**config.mk**
```make
export PLATFORM = sky130hd
export DESIGN_NAME = buffer_pool_round_robin_pinning
export DESIGN_NICKNAME = d
export VERILOG_FILES = /design/src/sv/bprr_pkg.sv /design/src/sv/bprr_scan.sv /design/src/sv/buffer_pool_round_robin_pinning.sv
export SDC_FILE = /design/constraint.sdc
export NUM_CORES = 1
export LEC_CHECK = 0
export BUFFER_PORTS_ARGS = -buffer_cell sky130_fd_sc_hd__buf_2
export CORE_MARGIN = 10
export CORE_UTILIZATION = 37
export CTS_CLUSTER_DIAMETER = 200
export CTS_CLUSTER_SIZE = 14
export DETAILED_ROUTE_END_ITERATION = 16
export PLACE_DENSITY = 0.56
export SLEW_MARGIN = 10
export SYNTH_ARGS = -nofsm -noshare
export SYNTH_HDL_FRONTEND = slang
export SYNTH_SLANG_ARGS = --single-unit
```
**constraint.sdc**
```tcl
create_clock -name clk -period 3.2 [get_ports clk]
set_input_delay 0.32 -clock clk [delete_from_list [all_inputs] [get_ports clk]]
set_output_delay 0.32 -clock clk [all_outputs]
set_load 0.1 [all_outputs]
```
**src/sv/bprr_pkg.sv**
```systemverilog
// Shared types, codes and sizing for the buffer pool tag keeper.
// No dependencies; imported by bprr_scan, buffer_pool_round_robin_pinning and the testbench.
`timescale 1ns / 1ps

package bprr_pkg;

  localparam int POOL_SIZE = 8;
  localparam int SLOT_W    = (POOL_SIZE > 1) ? $clog2(POOL_SIZE) : 1;
  localparam int CNT_W     = $clog2(POOL_SIZE + 1);

  localparam logic [1:0] CMD_ACCESS = 2'd0;
  localparam logic [1:0] CMD_PIN    = 2'd1;
  localparam logic [1:0] CMD_UNPIN  = 2'd2;
  localparam logic [1:0] CMD_NONE   = 2'd3;

  localparam logic [1:0] ST_OK           = 2'd0;
  localparam logic [1:0] ST_BAD_ID       = 2'd1;
  localparam logic [1:0] ST_FULL         = 2'd2;
  localparam logic [1:0] ST_NOT_RESIDENT = 2'd3;

  typedef struct packed {
    logic [1:0] command;
    logic [6:0] blk_id;
  } req_t;

  typedef struct packed {
    logic [1:0] status;
    logic [2:0] slot;
    logic       fetch_needed;
    logic       evicted;
    logic [6:0] evicted_id;
  } rsp_t;

  // one word of the slot table
  typedef struct packed {
    logic       valid;
    logic       pinned;
    logic [6:0] tag;
  } entry_t;

  typedef struct packed {
    logic clear;  // new request: drop all candidates
    logic valid;  // read data carries a slot entry this cycle
  } scan_ctl_t;

  typedef struct packed {
    logic              hit;
    logic [SLOT_W-1:0] hit_idx;
    logic              empty;
    logic [SLOT_W-1:0] empty_idx;
    logic              vic_found;
    logic [SLOT_W-1:0] vic_idx;
    logic [6:0]        vic_tag;
  } scan_res_t;

  function automatic logic [2:0] to_slot3(input logic [SLOT_W-1:0] idx);
    logic [SLOT_W+2:0] w;
    w = {3'b000, idx};
    return w[2:0];
  endfunction

endpackage

```
**src/sv/bprr_scan.sv**
```systemverilog
// Candidate tracker for the slot table scan: lookup hit, first empty slot,
// round-robin victim. Entries arrive one per cycle. Depends on bprr_pkg.
`timescale 1ns / 1ps

module bprr_scan import bprr_pkg::*; (
  input  logic              clk,
  input  logic              rst,
  input  scan_ctl_t         ctl,
  input  logic [SLOT_W-1:0] idx,
  input  entry_t            entry,
  input  logic [6:0]        id,
  input  logic [SLOT_W-1:0] start,
  output scan_res_t         res
);

  logic              hit;
  logic [SLOT_W-1:0] hit_idx;
  logic              empty;
  logic [SLOT_W-1:0] empty_idx;
  // hi: first unpinned at or after start; lo: first unpinned overall (wrap)
  logic              vic_hi;
  logic [SLOT_W-1:0] vic_hi_idx;
  logic [6:0]        vic_hi_tag;
  logic              vic_lo;
  logic [SLOT_W-1:0] vic_lo_idx;
  logic [6:0]        vic_lo_tag;

  always_ff @(posedge clk) begin
    if (rst || ctl.clear) begin
      hit    <= 1'b0;
      empty  <= 1'b0;
      vic_hi <= 1'b0;
      vic_lo <= 1'b0;
    end else if (ctl.valid) begin
      if (!hit && entry.valid && entry.tag == id) begin
        hit     <= 1'b1;
        hit_idx <= idx;
      end
      if (!empty && !entry.valid) begin
        empty     <= 1'b1;
        empty_idx <= idx;
      end
      if (!entry.pinned) begin
        if (!vic_hi && idx >= start) begin
          vic_hi     <= 1'b1;
          vic_hi_idx <= idx;
          vic_hi_tag <= entry.tag;
        end
        if (!vic_lo) begin
          vic_lo     <= 1'b1;
          vic_lo_idx <= idx;
          vic_lo_tag <= entry.tag;
        end
      end
    end
  end

  always_comb begin
    res.hit       = hit;
    res.hit_idx   = hit_idx;
    res.empty     = empty;
    res.empty_idx = empty_idx;
    res.vic_found = vic_hi || vic_lo;
    res.vic_idx   = vic_hi ? vic_hi_idx : vic_lo_idx;
    res.vic_tag   = vic_hi ? vic_hi_tag : vic_lo_tag;
  end

endmodule

```
**src/sv/buffer_pool_round_robin_pinning.sv**
```systemverilog
// Top level of the buffer pool tag keeper: slot table memory, sequencer,
// request decision and response register. Depends on bprr_pkg, bprr_scan.
`timescale 1ns / 1ps

// Keeps id, valid and pin marks of POOL_SIZE buffer slots in a single-port
// synchronous table and answers access, pin and unpin requests with the slot
// used, whether a fetch is due and which block (if any) was evicted. After
// reset a clearing pass writes every slot empty; req_stall is high meanwhile.
// Each request then walks the table one entry per cycle through its registered
// read port, after which a decide state decides and writes back and a done
// state loads the response register; done waits while an earlier response is
// still held by rsp_stall. The next request is accepted back in idle. One
// request is in flight at a time; a finished response may wait in its
// register while the next request runs.
module buffer_pool_round_robin_pinning import bprr_pkg::*; (
  input  logic clk,
  input  logic rst,
  input  logic req_valid,
  output logic req_stall,
  input  req_t req,
  output logic rsp_valid,
  input  logic rsp_stall,
  output rsp_t rsp
);

  localparam logic [2:0] S_CLEAR  = 3'd0;
  localparam logic [2:0] S_IDLE   = 3'd1;
  localparam logic [2:0] S_SCAN   = 3'd2;
  localparam logic [2:0] S_DECIDE = 3'd3;
  localparam logic [2:0] S_DONE   = 3'd4;

  logic [2:0]        state;
  logic [CNT_W-1:0]  cnt;
  logic [SLOT_W-1:0] last_victim;
  logic [SLOT_W-1:0] start;
  req_t              cur;
  rsp_t              res;

  entry_t            mem [POOL_SIZE];
  entry_t            rd_data;
  logic              rd_vld;
  logic [SLOT_W-1:0] rd_idx;
  logic              mem_we;
  logic [SLOT_W-1:0] mem_waddr;
  entry_t            mem_wdata;

  scan_ctl_t         sctl;
  scan_res_t         sres;

  logic              dec_we;
  logic [SLOT_W-1:0] dec_idx;
  entry_t            dec_entry;
  logic              dec_lv_we;
  rsp_t              dec_rsp;

  logic accept;
  logic cnt_lt;

  assign req_stall = (state != S_IDLE);
  assign accept    = req_valid && !req_stall;
  assign cnt_lt    = (cnt < CNT_W'(POOL_SIZE));
  assign start     = (last_victim == SLOT_W'(POOL_SIZE - 1)) ? '0
                                                             : last_victim + SLOT_W'(1);

  // slot table
  always_ff @(posedge clk) begin
    if (mem_we) begin
      mem[mem_waddr] <= mem_wdata;
    end
    if (state == S_SCAN && cnt_lt) begin
      rd_data <= mem[cnt[SLOT_W-1:0]];
    end
  end

  always_comb begin
    mem_we    = 1'b0;
    mem_waddr = cnt[SLOT_W-1:0];
    mem_wdata = '0;
    if (state == S_CLEAR) begin
      mem_we = 1'b1;
    end else if (state == S_DECIDE) begin
      mem_we    = dec_we;
      mem_waddr = dec_idx;
      mem_wdata = dec_entry;
    end
  end

  assign sctl.clear = accept;
  assign sctl.valid = rd_vld;

  bprr_scan u_scan (
    .clk   (clk),
    .rst   (rst),
    .ctl   (sctl),
    .idx   (rd_idx),
    .entry (rd_data),
    .id    (cur.blk_id),
    .start (start),
    .res   (sres)
  );

  always_comb begin
    dec_we     = 1'b0;
    dec_idx    = '0;
    dec_entry  = '0;
    dec_lv_we  = 1'b0;
    dec_rsp    = '0;
    dec_rsp.status = ST_OK;
    priority if (cur.blk_id == 7'd0 || cur.command == CMD_NONE) begin
      dec_rsp.status = ST_BAD_ID;
    end else if (cur.command == CMD_UNPIN) begin
      if (sres.hit) begin
        dec_we       = 1'b1;
        dec_idx      = sres.hit_idx;
        dec_entry    = '{valid: 1'b1, pinned: 1'b0, tag: cur.blk_id};
        dec_rsp.slot = to_slot3(sres.hit_idx);
      end else begin
        dec_rsp.status = ST_NOT_RESIDENT;
      end
    end else if (sres.hit) begin
      dec_rsp.slot = to_slot3(sres.hit_idx);
      if (cur.command == CMD_PIN) begin
        dec_we    = 1'b1;
        dec_idx   = sres.hit_idx;
        dec_entry = '{valid: 1'b1, pinned: 1'b1, tag: cur.blk_id};
      end
    end else if (sres.empty || sres.vic_found) begin
      dec_we    = 1'b1;
      dec_idx   = sres.empty ? sres.empty_idx : sres.vic_idx;
      dec_entry = '{valid: 1'b1, pinned: (cur.command == CMD_PIN), tag: cur.blk_id};
      dec_rsp.slot         = to_slot3(dec_idx);
      dec_rsp.fetch_needed = 1'b1;
      if (!sres.empty) begin
        dec_lv_we          = 1'b1;
        dec_rsp.evicted    = 1'b1;
        dec_rsp.evicted_id = sres.vic_tag;
      end
    end else begin
      dec_rsp.status = ST_FULL;
    end
  end

  always_ff @(posedge clk) begin
    if (rst) begin
      state       <= S_CLEAR;
      cnt         <= '0;
      last_victim <= SLOT_W'(POOL_SIZE - 1);
      rd_vld      <= 1'b0;
      rsp_valid   <= 1'b0;
    end else begin
      rd_vld <= (state == S_SCAN) && cnt_lt;
      rd_idx <= cnt[SLOT_W-1:0];
      if (state == S_DONE && (!rsp_valid || !rsp_stall)) begin
        rsp_valid <= 1'b1;
      end else if (rsp_valid && !rsp_stall) begin
        rsp_valid <= 1'b0;
      end
      unique case (state)
        S_CLEAR: begin
          cnt <= cnt + CNT_W'(1);
          if (cnt == CNT_W'(POOL_SIZE - 1)) begin
            state <= S_IDLE;
          end
        end
        S_IDLE: begin
          cnt <= '0;
          if (accept) begin
            cur   <= req;
            state <= S_SCAN;
          end
        end
        S_SCAN: begin
          if (cnt_lt) begin
            cnt <= cnt + CNT_W'(1);
          end else begin
            // last entry is taken by the tracker on this edge
            state <= S_DECIDE;
          end
        end
        S_DECIDE: begin
          res <= dec_rsp;
          if (dec_lv_we) begin
            last_victim <= dec_idx;
          end
          state <= S_DONE;
        end
        S_DONE: begin
          if (!rsp_valid || !rsp_stall) begin
            rsp   <= res;
            state <= S_IDLE;
          end
        end
        default: begin
          state <= S_IDLE;
        end
      endcase
    end
  end

  a_no_write_in_scan: assert property (@(posedge clk) disable iff (rst)
    state == S_SCAN |-> !mem_we)
    else $error("slot table written during scan");

  a_rsp_from_done: assert property (@(posedge clk) disable iff (rst)
    $rose(rsp_valid) |-> $past(state) == S_DONE)
    else $error("response raised outside completion");

  a_evict_fetch: assert property (@(posedge clk) disable iff (rst)
    rsp_valid && rsp.evicted |-> rsp.fetch_needed && rsp.status == ST_OK)
    else $error("eviction without fetch");

  a_err_clean: assert property (@(posedge clk) disable iff (rst)
    rsp_valid && rsp.status != ST_OK |->
      rsp.slot == 3'd0 && !rsp.fetch_needed && !rsp.evicted && rsp.evicted_id == 7'd0)
    else $error("error beat carries payload");

  a_victim_update: assert property (@(posedge clk) disable iff (rst)
    !$stable(last_victim) |-> $past(state) == S_DECIDE)
    else $error("victim pointer moved outside decision");

endmodule

```
# Word level (Yosys, flattened, before mapping)
# Memory sizes are Yosys's and may differ from the RTL's. A register that Yosys moved wholly into a read port is not among the register bits.
# Index checks and enable logic that the tools add are counted.
[word_totals]
register_bits = 82
mem_bits_rw = 72
input_bits = 13
output_inout_bits = 16
memories = 1
[memory_table]
columns = ["memory", "words", "word_bits", "rd", "rd_ports_with_merged_regs", "wr", "line_no", "rtl"]
rows = [
  ["mem", 8, 9, 1, 1, 1, "buffer_pool_round_robin_pinning.sv:39", "entry_t mem [POOL_SIZE];"],
]
[op_classes]
add_sub_neg = 2
magnitude_cmp = 2
n_eq_ne = 16
muxes = 51
bitwise = 5
n_reduce_logical = 41
[ops]
columns = ["operator", "n"]
rows = [
  ["9-bit 2-to-1 mux", 8],
  ["3-bit 2-to-1 mux", 16],
  ["1-bit 2-to-1 mux", 17],
  ["3-bit case mux with 5 select lines", 1],
  ["3-bit AND reduction", 5],
  ["12-bit 2-to-1 mux", 1],
  ["4-bit case mux with 3 select lines", 1],
  ["2-bit AND reduction", 6],
  ["4-bit AND reduction", 3],
  ["1-bit logical AND", 8],
  ["8-bit 2-to-1 mux", 1],
  ["7-bit equality test", 1],
  ["1-bit logical NOT", 7],
  ["7-bit logical NOT", 1],
  ["7-bit 2-to-1 mux", 1],
  ["3-bit by 2-bit equality test with 1-bit output (second input constant)", 2],
  ["3-bit equality test (second input constant)", 2],
  ["2-bit 2-to-1 mux", 3],
  ["2-bit != test (second input constant)", 3],
  ["1-bit logical OR", 5],
  ["5-bit 2-to-1 mux", 1],
  ["1-bit NOT", 5],
  ["5-bit OR reduction", 1],
  ["4-bit by 1-bit adder with 4-bit output (second input constant)", 1],
  ["other kinds (15)", 17],
]

# Depth between registers and ports, before layout
# Gate-level depths: netlist of the first run.
[depth]
ltp_word = 10
ltp_mapped = 9
ltp_nobuf = 9

# Cells and area by module
# A second synthesis of the first run with hierarchy kept.
[unflattened]
hier_cells = 387
hier_area_um2 = 6555.0
[modules_own_cells]
columns = ["module", "n_inst", "cells_each", "area_each_um2", "seq_area_each_um2"]
rows = [
  ["buffer_pool_round_robin_pinning", 1, 309, 5328.9, 3873.7],
  ["bprr_scan", 1, 78, 1226.2, 860.8],
]

# Worst setup path after synthesis of the first run
# No wires, ideal clock.
[synth_timing]
path_kind = "register -> register"
startpoint = "register cur[3] in the netlist's numbering"
endpoint = "memory mem[0][0] in the netlist's numbering, enable pin"
arrival_ps = 2437
required_ps = 2813
setup_slack_ps = 377
stages_incl_launch_ff = 6
period_less_slack_ps = 2823
cell_sequence = "edfxtp_1 > or4_4 > o2111ai_1 > nor4_1 > or4b_4 > nor3_1"
[synth_between]
elab_chain_len = 7
elab_cells_between_ends = 10
classes_between = "8 x mux; 2 x reduce/logical"
[synth_rtl]
columns = ["item", "line_no", "rtl"]
rows = [
  ["from (decl)", "buffer_pool_round_robin_pinning.sv:36", "req_t cur;"],
  ["from (signal assigned)", "buffer_pool_round_robin_pinning.sv:168", "cur <= req;"],
  ["7-bit logical NOT *", "buffer_pool_round_robin_pinning.sv:109", "priority if (cur.blk_id == 7'd0 || cur.command == CMD_NONE) begin"],
  ["1-bit logical OR *", "buffer_pool_round_robin_pinning.sv:109", ""],
  ["1-bit 2-to-1 mux", "buffer_pool_round_robin_pinning.sv:109", ""],
  ["1-bit 2-to-1 mux", "buffer_pool_round_robin_pinning.sv:81", "end else if (state == S_DECIDE) begin"],
  ["1-bit 2-to-1 mux", "buffer_pool_round_robin_pinning.sv:79", "if (state == S_CLEAR) begin"],
  ["1-bit 2-to-1 mux", "buffer_pool_round_robin_pinning.sv:67", "if (mem_we) begin"],
  ["1-bit 2-to-1 mux (not written as such)", "buffer_pool_round_robin_pinning.sv:68", "mem[mem_waddr] <= mem_wdata;"],
  ["to (decl)", "buffer_pool_round_robin_pinning.sv:39", ""],
]
# Mark *: on every way between the ends. The rest lies on a longest branch, timed or not.

# Worst setup path in the final report of the first run
[layout_timing]
startpoint = "register state[1]"
endpoint = "memory mem[5][2] in the netlist's numbering, enable pin"
[layout_between]
elab_chain_len = 5
elab_cells_between_ends = 8
classes_between = "1 x eq/ne; 6 x mux; 1 x reduce/logical"
[layout_rtl]
columns = ["item", "line_no", "rtl"]
rows = [
  ["from (decl)", "buffer_pool_round_robin_pinning.sv:32", "logic [2:0] state;"],
  ["from (signal assigned)", "buffer_pool_round_robin_pinning.sv:145", "state <= S_CLEAR;"],
  ["from (signal assigned)", "buffer_pool_round_robin_pinning.sv:162", "state <= S_IDLE;"],
  ["from (signal assigned)", "buffer_pool_round_robin_pinning.sv:169", "state <= S_SCAN;"],
  ["3-bit by 2-bit equality test with 1-bit output", "buffer_pool_round_robin_pinning.sv:81", ""],
  ["1-bit 2-to-1 mux", "buffer_pool_round_robin_pinning.sv:81", ""],
  ["1-bit 2-to-1 mux", "buffer_pool_round_robin_pinning.sv:79", ""],
  ["1-bit 2-to-1 mux", "buffer_pool_round_robin_pinning.sv:67", ""],
  ["1-bit 2-to-1 mux (not written as such)", "buffer_pool_round_robin_pinning.sv:68", ""],
]
# Parallel ways exist; a longest one is shown, timed or not.

==> impl_metrics.csv, run 1 <==
group,metric,value,unit
timing,fin_crit_sh,0.852,
global_route,grt_max_degree,24,
clock_tree,cts.clk_slew.worst_paths,0.06,ns
clock_tree,clkLatencyLatePin,0.42,ns
timing,finalSetupViolCount,0,
worst_setup_path,path_max_fanout,13,
synthesis,synth_mux_area_frac,0.0993,
timing,fin_setup_tns,0,ns
drt,drtIter0Drc,256,
drt,via_per_inst,4.85,
synthesis,synth_fa_ha_area_frac,0.0116,
global_route,antenna_found_initial,0,
drt,vias,3267,
power_and_ir_drop,power,4.53,mW
placement,place_inst,642,
drt,ant_nets,0,
synthesis,synth_top_area_share,0.684,
timing,fmax,367,MHz
timing,worstMarginPinSlew,0.635,ns
placement,dpl_cell_area,0.00697,mm²
layout,layout.cells.non_filler,674,
placement,port_buffers,28,
clock_tree,clockBufferDepth,2,
synthesis,synth_seq_area_share,0.734,
clock_tree,ctsHoldBuffers,0,
die,rows,48,
layout,syn_to_final_growth,16.9,%
placement,preCtsSetupSlack,0.517,ns
worst_setup_path,arrival,2.85,ns
synthesis,synthCells,380,
timing,drv_slew,0,
layout,multi_input_area,0.00161,mm²
power_and_ir_drop,power.density,600,mW/mm²
timing,grt_setup_unrepaired,"no",
clock_tree,tritoncts,"yes",
synthesis,ys_warn_count,0,
timing,skew,0.0107,ns
timing,hold_violations,0,
power_and_ir_drop,max-vdd-ir-drop,493,µV
synthesis,synthFlopType,"edfxtp_1",
global_route,grt_usage,0.104,
synthesis,synth-edff-count,147,
placement,dp_hpwl,8160,µm
synthesis,synthTopCellsByArea,"edfxtp_1 (68%), mux4_2 (6.3%), dfxtp_1 (5.0%)",
die,die_w,152,µm
drt,route.detailed.drc,0,
synthesis,synth_most_common_cell,"edfxtp_1",
synthesis,synth_simple_gate_area_frac,0.0890,
worst_setup_path,crit_type,"reg -> reg",
timing,worst_hold_slack,0.0716,ns
drt,wl_met2,5430,µm
clock_tree,cts_max_level,4,
clock_tree,cts-root-buf,"clkbuf_16",
clock_tree,ctsResizeCount,0,
synthesis,yosys-top-cells-count,"edfxtp_1 (147), nor2_1 (20), nor3_1 (19)",
timing,setup_ws,0.472,ns
layout,nets,455,
drt,dr.pass1.iters,4,
power_and_ir_drop,p_leak,2.43,nW
global_route,grt_pass1_vias,3440,
clock_tree,cts.sinks,163,
clock_tree,post_cts_buffers,0,
layout,final_area,0.00754,mm²
synthesis,synth.avg_cell_area,17.0,µm²
synthesis,ys_types,50,
min_path,hold_class,"in -> reg",
synthesis,synth_largest_area_cell,"edfxtp_1",
outcome,status,"finished clean",
drt,maxUsedRoutingLayer,"met4",
synthesis,synthArstFlopShare,0,
drt,routed-wl-met3,571,µm
run,max_cap_viol_count,0,
layout,ff_latch_area,0.00473,mm²
drt,drt_wl_total,11400,µm
worst_setup_path,endpoint_kind,"flop",
synthesis,synthXorXnorAreaFrac,0.0136,
global_route,grt_pass1_wl,19100,µm
synthesis,synth-compound-area-share,0.0347,
drt,wl_per_cell,16.9,µm
timing,slew-limit-headroom,0.575,
die,fp.dieArea,0.0231,mm²
synthesis,synth_nets,399,
worst_setup_path,critPathRequiredTime,3.33,ns
worst_setup_path,cp-start-kind,"flop",
die,initial_core_util,0.376,
clock_tree,cts_made_buffers,17,
die,die_h,152,µm
timing,period_minus_slack,2.73,ns
placement,gp_congestion,0.836,
drt,met1_length,5290,µm
synthesis,synth_top_family_by_area,"multiplexers",
global_route,grt_overflow_total,0,
die,io_pins,29,
layout,diodes,0,
layout,num-fill-cells,1552,
die,coreArea,0.0172,mm²
layout,post-route-util,0.439,
synthesis,synth_area,0.00645,mm²
layout,drive_above_1_share,0.278,
synthesis,synth-seq-cells,163,
metal layers:
metal  vias to the layer above  global-route usage
met3                        10              0.0319
met2                        52               0.159
li1                       1594                   -
met1                      1611               0.135
met4                         0              0.0408
met5                         -                   0
registers in the layout, summed over array words and instances, names as in the netlist, 4 cells and up:
signal,flops
u_scan.vic_lo_tag,7
cur,9
cnt,4
rd_data,9
u_scan.vic_hi_tag,7
rsp,14
mem,72
res,14
worst max-delay path, stage by stage, from the launching register on:
cell      delay [ns]
dfxtp_1         0.54
nand3b_1        0.36
or4b_2          0.76
and3_2          0.25
nor3_1          0.27
buf_4           0.24
worst paths after layout:
path                               from                   to  slack (ns)  cells past startpoint
setup / recovery  state[1]$_SDFFE_PP0P_  mem[5][2]$_DFFE_PP_        0.47                      5
hold / removal                   req[8]     cur[8]$_DFFE_PP_        0.07                      1
setup reg to reg  state[1]$_SDFFE_PP0P_  mem[5][2]$_DFFE_PP_        0.47                      5
hold reg to reg    res[4]$_SDFFCE_PP0P_     rsp[4]$_DFFE_PP_        0.42                      0
cell usage in the layout (no fill, tap or decap), types with 3 or more instances in the layout:
cell type and instances:
a21oi_1 9, and2_1 7, buf_2 28, buf_4 24, clkbuf_1 3, clkbuf_16 17
clkinv_4 4, clkinvlp_4 4, dfxtp_1 16, edfxtp_1 147, ha_1 6, inv_1 7
mux2_2 12, mux2i_1 10, mux4_2 18, nand2_1 16, nand2b_1 4, nand3_1 6
nand4_1 3, nor2_1 20, nor2b_1 3, nor3_1 19, nor3b_1 3, o2111ai_1 3
o211ai_1 3, o21a_1 3, o21ai_0 7, xnor2_1 6, xor2_1 4
cells by family after synthesis:
| kind of cell | Yosys count |
|---|---|
| flops | 163 |
| buf+inv | 22 |
| simple gates | 104 |
| compound gates | 35 |
| mux | 40 |
| xor+xnor | 10 |
| fa+ha+maj | 6 |
layout make-up:
class	instances	area share
timing repair buffer	52	0.0425
tap	225	0.0373
multi-input combinational	195	0.213
clock inverter	12	0.0179
sequential	163	0.628
inverter	7	0.00348
clock buffer	20	0.0579
power by group:
group	internal, mW	switching (mW)	leakage (nW)
clock	1.15	0.783	0.266
combinational	0.102	0.108	0.735
sequential	2.37	0.0199	1.43
total	3.62	0.911	2.43
(Power assumes the default switching activity.)
==> inputs of run 2 (changes only) <==
==> constraint.sdc (replaced) <==
create_clock -name clk -period 2.8 [get_ports clk]
set_input_delay 0.28 -clock clk [delete_from_list [all_inputs] [get_ports clk]]
set_output_delay 0.28 -clock clk [all_outputs]
set_load 0.1 [all_outputs]
==> run 2 against run 1 <==
Effect of this change: final cell count up 1.3%; clock power rose by 21%; clock-buffer cell count increased by 1; critical path type unchanged; largest power group unchanged.
==> impl_metrics.csv, run 2 (synthesis gave the netlist of run 1 again) <==
group,metric,value,unit
outcome,status,"finished clean",
clock_tree,cts-root-buf,"clkbuf_16",
layout,diodes,0,
clock_tree,clkLatencyLatePin,0.43,ns
clock_tree,clockBufferDepth,2,
clock_tree,cts.sinks,163,
drt,wl_met2,6250,µm
worst_setup_path,critPathMaxStageDelay,0.61,ns
drt,met1_length,5490,µm
timing,slew-limit-headroom,0.583,
timing,worstMarginPinSlew,0.624,ns
placement,dp_hpwl,8800,µm
power_and_ir_drop,max-vdd-ir-drop,660,µV
layout,regMostFlops,"mem",
die,die_h,152,µm
worst_setup_path,path_buf_inv,1,
timing,fmax,389,MHz
global_route,grt_overflow_total,0,
clock_tree,cts_max_level,4,
clock_tree,ctsHoldBuffers,0,
drt,route.detailed.drc,0,
global_route,antenna_found_initial,0,
clock_tree,post_cts_buffers,0,
global_route,grt_pass1_vias,3518,
worst_setup_path,critPathSlowestCell,"or4_4",
timing,skew,0.0115,ns
clock_tree,tritoncts,"yes",
drt,wl_per_cell,18.2,µm
die,initial_core_util,0.376,
worst_setup_path,crit-reg2reg-launch,"cur[3]$_DFFE_PP_",
timing,fin_crit_sh,0.917,
timing,hold_violations,0,
worst_setup_path,critPathTopFamily,"simple AND/OR/NAND/NOR gates",
global_route,grt_pass1_wl,19600,µm
worst_setup_path,path_cells,"or4_4 > o2111ai_1 > nor4_1 > or4b_4 > nor3_1 > buf_4",
placement,port_buffers,28,
layout,nets,464,
layout,drive_above_1_share,0.293,
timing,finalSetupViolCount,0,
clock_tree,ctsResizeCount,0,
layout,post-route-util,0.445,
drt,ant_nets,0,
layout,largest_reg_flops,72,
layout,num-fill-cells,1538,
worst_setup_path,critPathRequiredTime,2.92,ns
power_and_ir_drop,power.density,696,mW/mm²
timing,setup_ws,0.231,ns
worst_setup_path,endpoint_kind,"flop",
global_route,grt_max_degree,24,
timing,drv_slew,0,
layout,final_common_cell,"edfxtp_1",
drt,drt_wl_total,12500,µm
global_route,grt_usage,0.110,
timing,grt_setup_unrepaired,"no",
die,die_w,152,µm
min_path,hold_class,"in -> reg",
run,max_cap_viol_count,0,
layout,layout_common_cells,"edfxtp_1 (147), buf_4 (33), buf_2 (28)",
drt,dr.pass1.iters,7,
die,rows,48,
worst_setup_path,arrival,2.69,ns
placement,gp_congestion,0.782,
power_and_ir_drop,p_leak,2.51,nW
drt,via_per_inst,4.92,
timing,period_minus_slack,2.57,ns
drt,maxUsedRoutingLayer,"met4",
drt,vias,3359,
worst_setup_path,crit_type,"reg -> reg",
clock_tree,cts_made_buffers,17,
min_path,holdCritStartpoint,"req[5]",
clock_tree,cts.clk_slew.worst_paths,0.06,ns
die,fp.dieArea,0.0231,mm²
layout,top_regs,"mem (72), res (14), rsp (14)",
layout,syn_to_final_growth,18.4,%
die,coreArea,0.0172,mm²
worst_setup_path,cp-start-kind,"flop",
worst_setup_path,cp-startpoint,"cur[3]$_DFFE_PP_",
worst_setup_path,path_max_fanout,9,
drt,drtIter0Drc,216,
placement,preCtsSetupSlack,0.256,ns
power_and_ir_drop,power,5.31,mW
drt,routed-wl-met3,468,µm
die,io_pins,29,
## run 2: cell count changes in the layout (fill, tap and decap cells not counted)
cell,delta
clkinvlp_4,-4
bufinv_16,+1
clkinv_2,+3
clkbuf_8,+3
clkinv_1,+2
clkbuf_1,-2
clkinv_4,-4
inv_6,+1
buf_4,+9
## run 2: worst paths after layout
path / end / slack [ns] / cells after the start
max: mem[4][2]$_DFFE_PP_ / 0.23 / 6
min reg2reg: rsp[10]$_DFFE_PP_ / 0.42 / 0
max reg2reg: mem[4][2]$_DFFE_PP_ / 0.23 / 6
min: cur[5]$_DFFE_PP_ / 0.04 / 1
## run 2: final cells by class
cell class	count	area, µm²	share of cell area
sequential	163	4730	0.620
multi-input combinational	195	1610	0.210
clock buffer	21	470	0.0616
timing repair buffer	61	388	0.0508
tap	225	282	0.0369
clock inverter	11	131	0.0172
inverter	7	26.3	0.00344
## run 2: power by group
group | switching [mW] | internal (mW) | total (mW) | leakage, nW
Clock | 0.879 | 1.46 | 2.34 | 0.302
Sequential | 0.0214 | 2.71 | 2.73 | 1.43
Combinational | 0.127 | 0.119 | 0.246 | 0.781
## run 2: metal layers
layer / vias to the layer above / track usage
met2: 62 / 0.182
met3: 18 / 0.0373
li1: 1607 / -
met1: 1672 / 0.128
met4: 0 / 0.0477
met5: - / 0
## run 2: metrics by stage
| stage | TNS [ns] | cells | instance area [µm²] | hold WS (ns) |
|---|---|---|---|---|
| final | 0 | 683 | 7640 | 0.0358 |
| after floorplan | -0.839 | 380 | 6450 | 0.357 |
| after detailed placement | 0 | 651 | 7040 | 0.405 |
| after global routing | 0 | 683 | 7640 | 0.0156 |
| after CTS | 0 | 683 | 7640 | 0.0173 |
| after global placement | 0 | 651 | 7040 | 0.402 |
==> inputs of run 3 (changes only) <==
--- a/config.mk
+++ b/config.mk
@@ -11,8 +11,9 @@
 export CTS_CLUSTER_DIAMETER = 200
 export CTS_CLUSTER_SIZE = 14
 export DETAILED_ROUTE_END_ITERATION = 16
-export PLACE_DENSITY = 0.56
+export PLACE_DENSITY = 0.55
 export SLEW_MARGIN = 10
 export SYNTH_ARGS = -nofsm -noshare
 export SYNTH_HDL_FRONTEND = slang
+export SYNTH_HIERARCHICAL = 1
 export SYNTH_SLANG_ARGS = --single-unit
==> run 3 against run 2 <==
Effect of this change: clock skew about the same; register-to-register slack improved by 0.02 ns; final cell count shrank 0.44%; wire length increased by 7.1%; critical path depth shrank 1; power is 3.5% higher; maximum frequency is 0.84% higher; synthesized cell count is 1.8% higher; cell area increased by 1.2%; sequential share of layout area shrank 0.76 points; via count up 1.6%; clock-buffer cell count is 4 lower; largest power group unchanged.
==> impl_metrics.csv, run 3 <==
group,metric,value,unit
die,rows,48,
clock_tree,clkLatencyLatePin,0.43,ns
global_route,grt_pass1_vias,3526,
clock_tree,post_cts_buffers,0,
drt,wl_per_cell,19.6,µm
placement,dp_hpwl,9360,µm
die,die_w,153,µm
drt,dr.pass1.iters,4,
clock_tree,cts_made_buffers,17,
worst_setup_path,crit-reg2reg-launch,"cur[8]$_DFFE_PP_",
synthesis,synth_area,0.00656,mm²
timing,worst_hold_slack,0.0371,ns
power_and_ir_drop,power.density,711,mW/mm²
drt,ant_nets,0,
timing,hold_violations,0,
power_and_ir_drop,p_leak,2.69,nW
layout,largest_reg_flops,72,
layout,final_area,0.00773,mm²
clock_tree,cts-root-buf,"clkbuf_16",
timing,fin_setup_tns,0,ns
synthesis,synth_most_common_cell,"edfxtp_1",
synthesis,synthArstFlopShare,0,
synthesis,synth_seq_area_share,0.722,
global_route,grt_max_degree,20,
worst_setup_path,path_max_fanout,11,
die,fp.dieArea,0.0234,mm²
worst_setup_path,critPathRequiredTime,2.88,ns
layout,layout.cells.non_filler,680,
worst_setup_path,arrival,2.62,ns
timing,slew-limit-headroom,0.536,
worst_setup_path,crit_type,"reg -> reg",
timing,skew,0.0111,ns
placement,gp_congestion,0.876,
global_route,grt_pass1_wl,21100,µm
placement,place_inst,648,
drt,vias,3414,
layout,regMostFlops,"mem",
synthesis,synth_top_area_share,0.673,
die,coreArea,0.0174,mm²
power_and_ir_drop,max-vdd-ir-drop,460,µV
layout,nets,461,
timing,period_minus_slack,2.55,ns
clock_tree,cts.sinks,163,
synthesis,synth-edff-count,147,
timing,fin_crit_sh,0.910,
worst_setup_path,cp-start-kind,"flop",
drt,drt_wl_total,13300,µm
clock_tree,tritoncts,"yes",
timing,finalSetupViolCount,0,
clock_tree,cts_max_level,4,
min_path,holdCritStartpoint,"req[0]",
layout,syn_to_final_growth,18.0,%
drt,via_per_inst,5.02,
die,initial_core_util,0.378,
synthesis,synth-seq-cells,163,
worst_setup_path,cp-startpoint,"cur[8]$_DFFE_PP_",
layout,drive_above_1_share,0.314,
die,die_h,153,µm
synthesis,synth.avg_cell_area,16.9,µm²
timing,worstMarginPinSlew,0.689,ns
synthesis,synthTopCellsByArea,"edfxtp_1 (67%), mux4_2 (6.2%), dfxtp_1 (4.9%)",
synthesis,synth_nets,406,
global_route,grt_usage,0.117,
layout,final_common_cell,"edfxtp_1",
placement,dpl_cell_area,0.00708,mm²
synthesis,synthCells,387,
clock_tree,cts.clk_slew.worst_paths,0.06,ns
timing,fmax,393,MHz
clock_tree,ctsResizeCount,0,
drt,drtIter0Drc,273,
global_route,antenna_found_initial,0,
clock_tree,ctsHoldBuffers,0,
timing,drv_slew,0,
timing,grt_setup_unrepaired,"no",
layout,post-route-util,0.446,
drt,route.detailed.drc,0,
synthesis,ys_warn_count,6,
global_route,grt_overflow_total,0,
synthesis,yosys-top-cells-count,"edfxtp_1 (147), nand2_1 (22), mux2_2 (19)",
layout,top_regs,"mem (72), res (14), rsp (14)",
min_path,hold_class,"in -> reg",
synthesis,synthFlopType,"edfxtp_1",
worst_setup_path,endpoint_kind,"flop",
outcome,status,"finished clean",
run,max_cap_viol_count,0,
placement,port_buffers,28,
layout,layout_common_cells,"edfxtp_1 (147), buf_2 (28), buf_4 (23)",
layout,diodes,0,
die,io_pins,29,
clock_tree,clockBufferDepth,2,
synthesis,ys_types,50,
synthesis,synth_largest_area_cell,"edfxtp_1",
[run 3: cell count changes in the layout (fill, tap and decap cells not counted), moves of 5 or more]
cell,previous run,this run
buf_4,33,23
mux2i_1,10,1
mux2_2,12,19
nor3_1,19,12
a21oi_1,9,15
and2_2,1,7
nand2_1,16,22
clkinv_2,5,0
nand3_1,6,1
[run 3: through the flow]
stage	setup slack [ns]	power, mW
global placement	0.408	3.00
floorplan	-0.0608	2.91
finish	0.253	5.50
detailed placement	0.312	3.00
CTS	0.288	5.55
global route	0.103	5.70
[run 3: layout make-up]
cell class | instances | area, µm²
Timing Repair Buffer | 51 | 313
Sequential cell | 163 | 4730
Tap cell | 225 | 282
Multi-Input combinational cell | 201 | 1720
Inverter | 8 | 30.0
Clock inverter | 15 | 229
Clock buffer | 17 | 425
Fill cell | 1537 | 9620
[run 3: kinds of logic (layout without fill, tap and decap cells)]
family,count (synthesis),count (layout),share of synthesized area
buffers and inverters,23,91,0.0170
muxes,38,38,0.0960
DFF,163,163,0.722
adders and majority gates,6,6,0.0115
AOI/OAI and AO/OA,41,41,0.0447
xor gates and xnor gates,11,11,0.0147
and+or+nand+nor,105,105,0.0939
[run 3: report_power, final]
group	leakage, nW	switching (mW)	internal (mW)
clock network	0.308	0.962	1.59
registers	1.57	0.0240	2.69
logic	0.815	0.123	0.110
[run 3: layer usage]
metal | up-vias | global-route usage | share of wire
li1 | 1601 | - | -
met1 | 1720 | 0.143 | 0.43
met2 | 72 | 0.192 | 0.51
met3 | 21 | 0.0297 | 0.043
met4 | 0 | 0.0504 | 0.016
met5 | - | 0 | 0
[run 3: worst max-delay path: stages (launching register included)]
cell and delay, ns:
edfxtp_1 0.55, xnor2_1 0.30, nor2_1 0.10, o21ai_0 0.32
o21ai_0 0.36, and3b_1 0.57
[run 3: final timing paths]
kind / to / slack [ns] / depth (start not counted)
min: cur[0]$_DFFE_PP_ / 0.04 / 1
min reg2reg: rsp[6]$_DFFE_PP_ / 0.42 / 0
max reg2reg: mem[6][1]$_DFFE_PP_ / 0.25 / 5
max: mem[6][1]$_DFFE_PP_ / 0.25 / 5
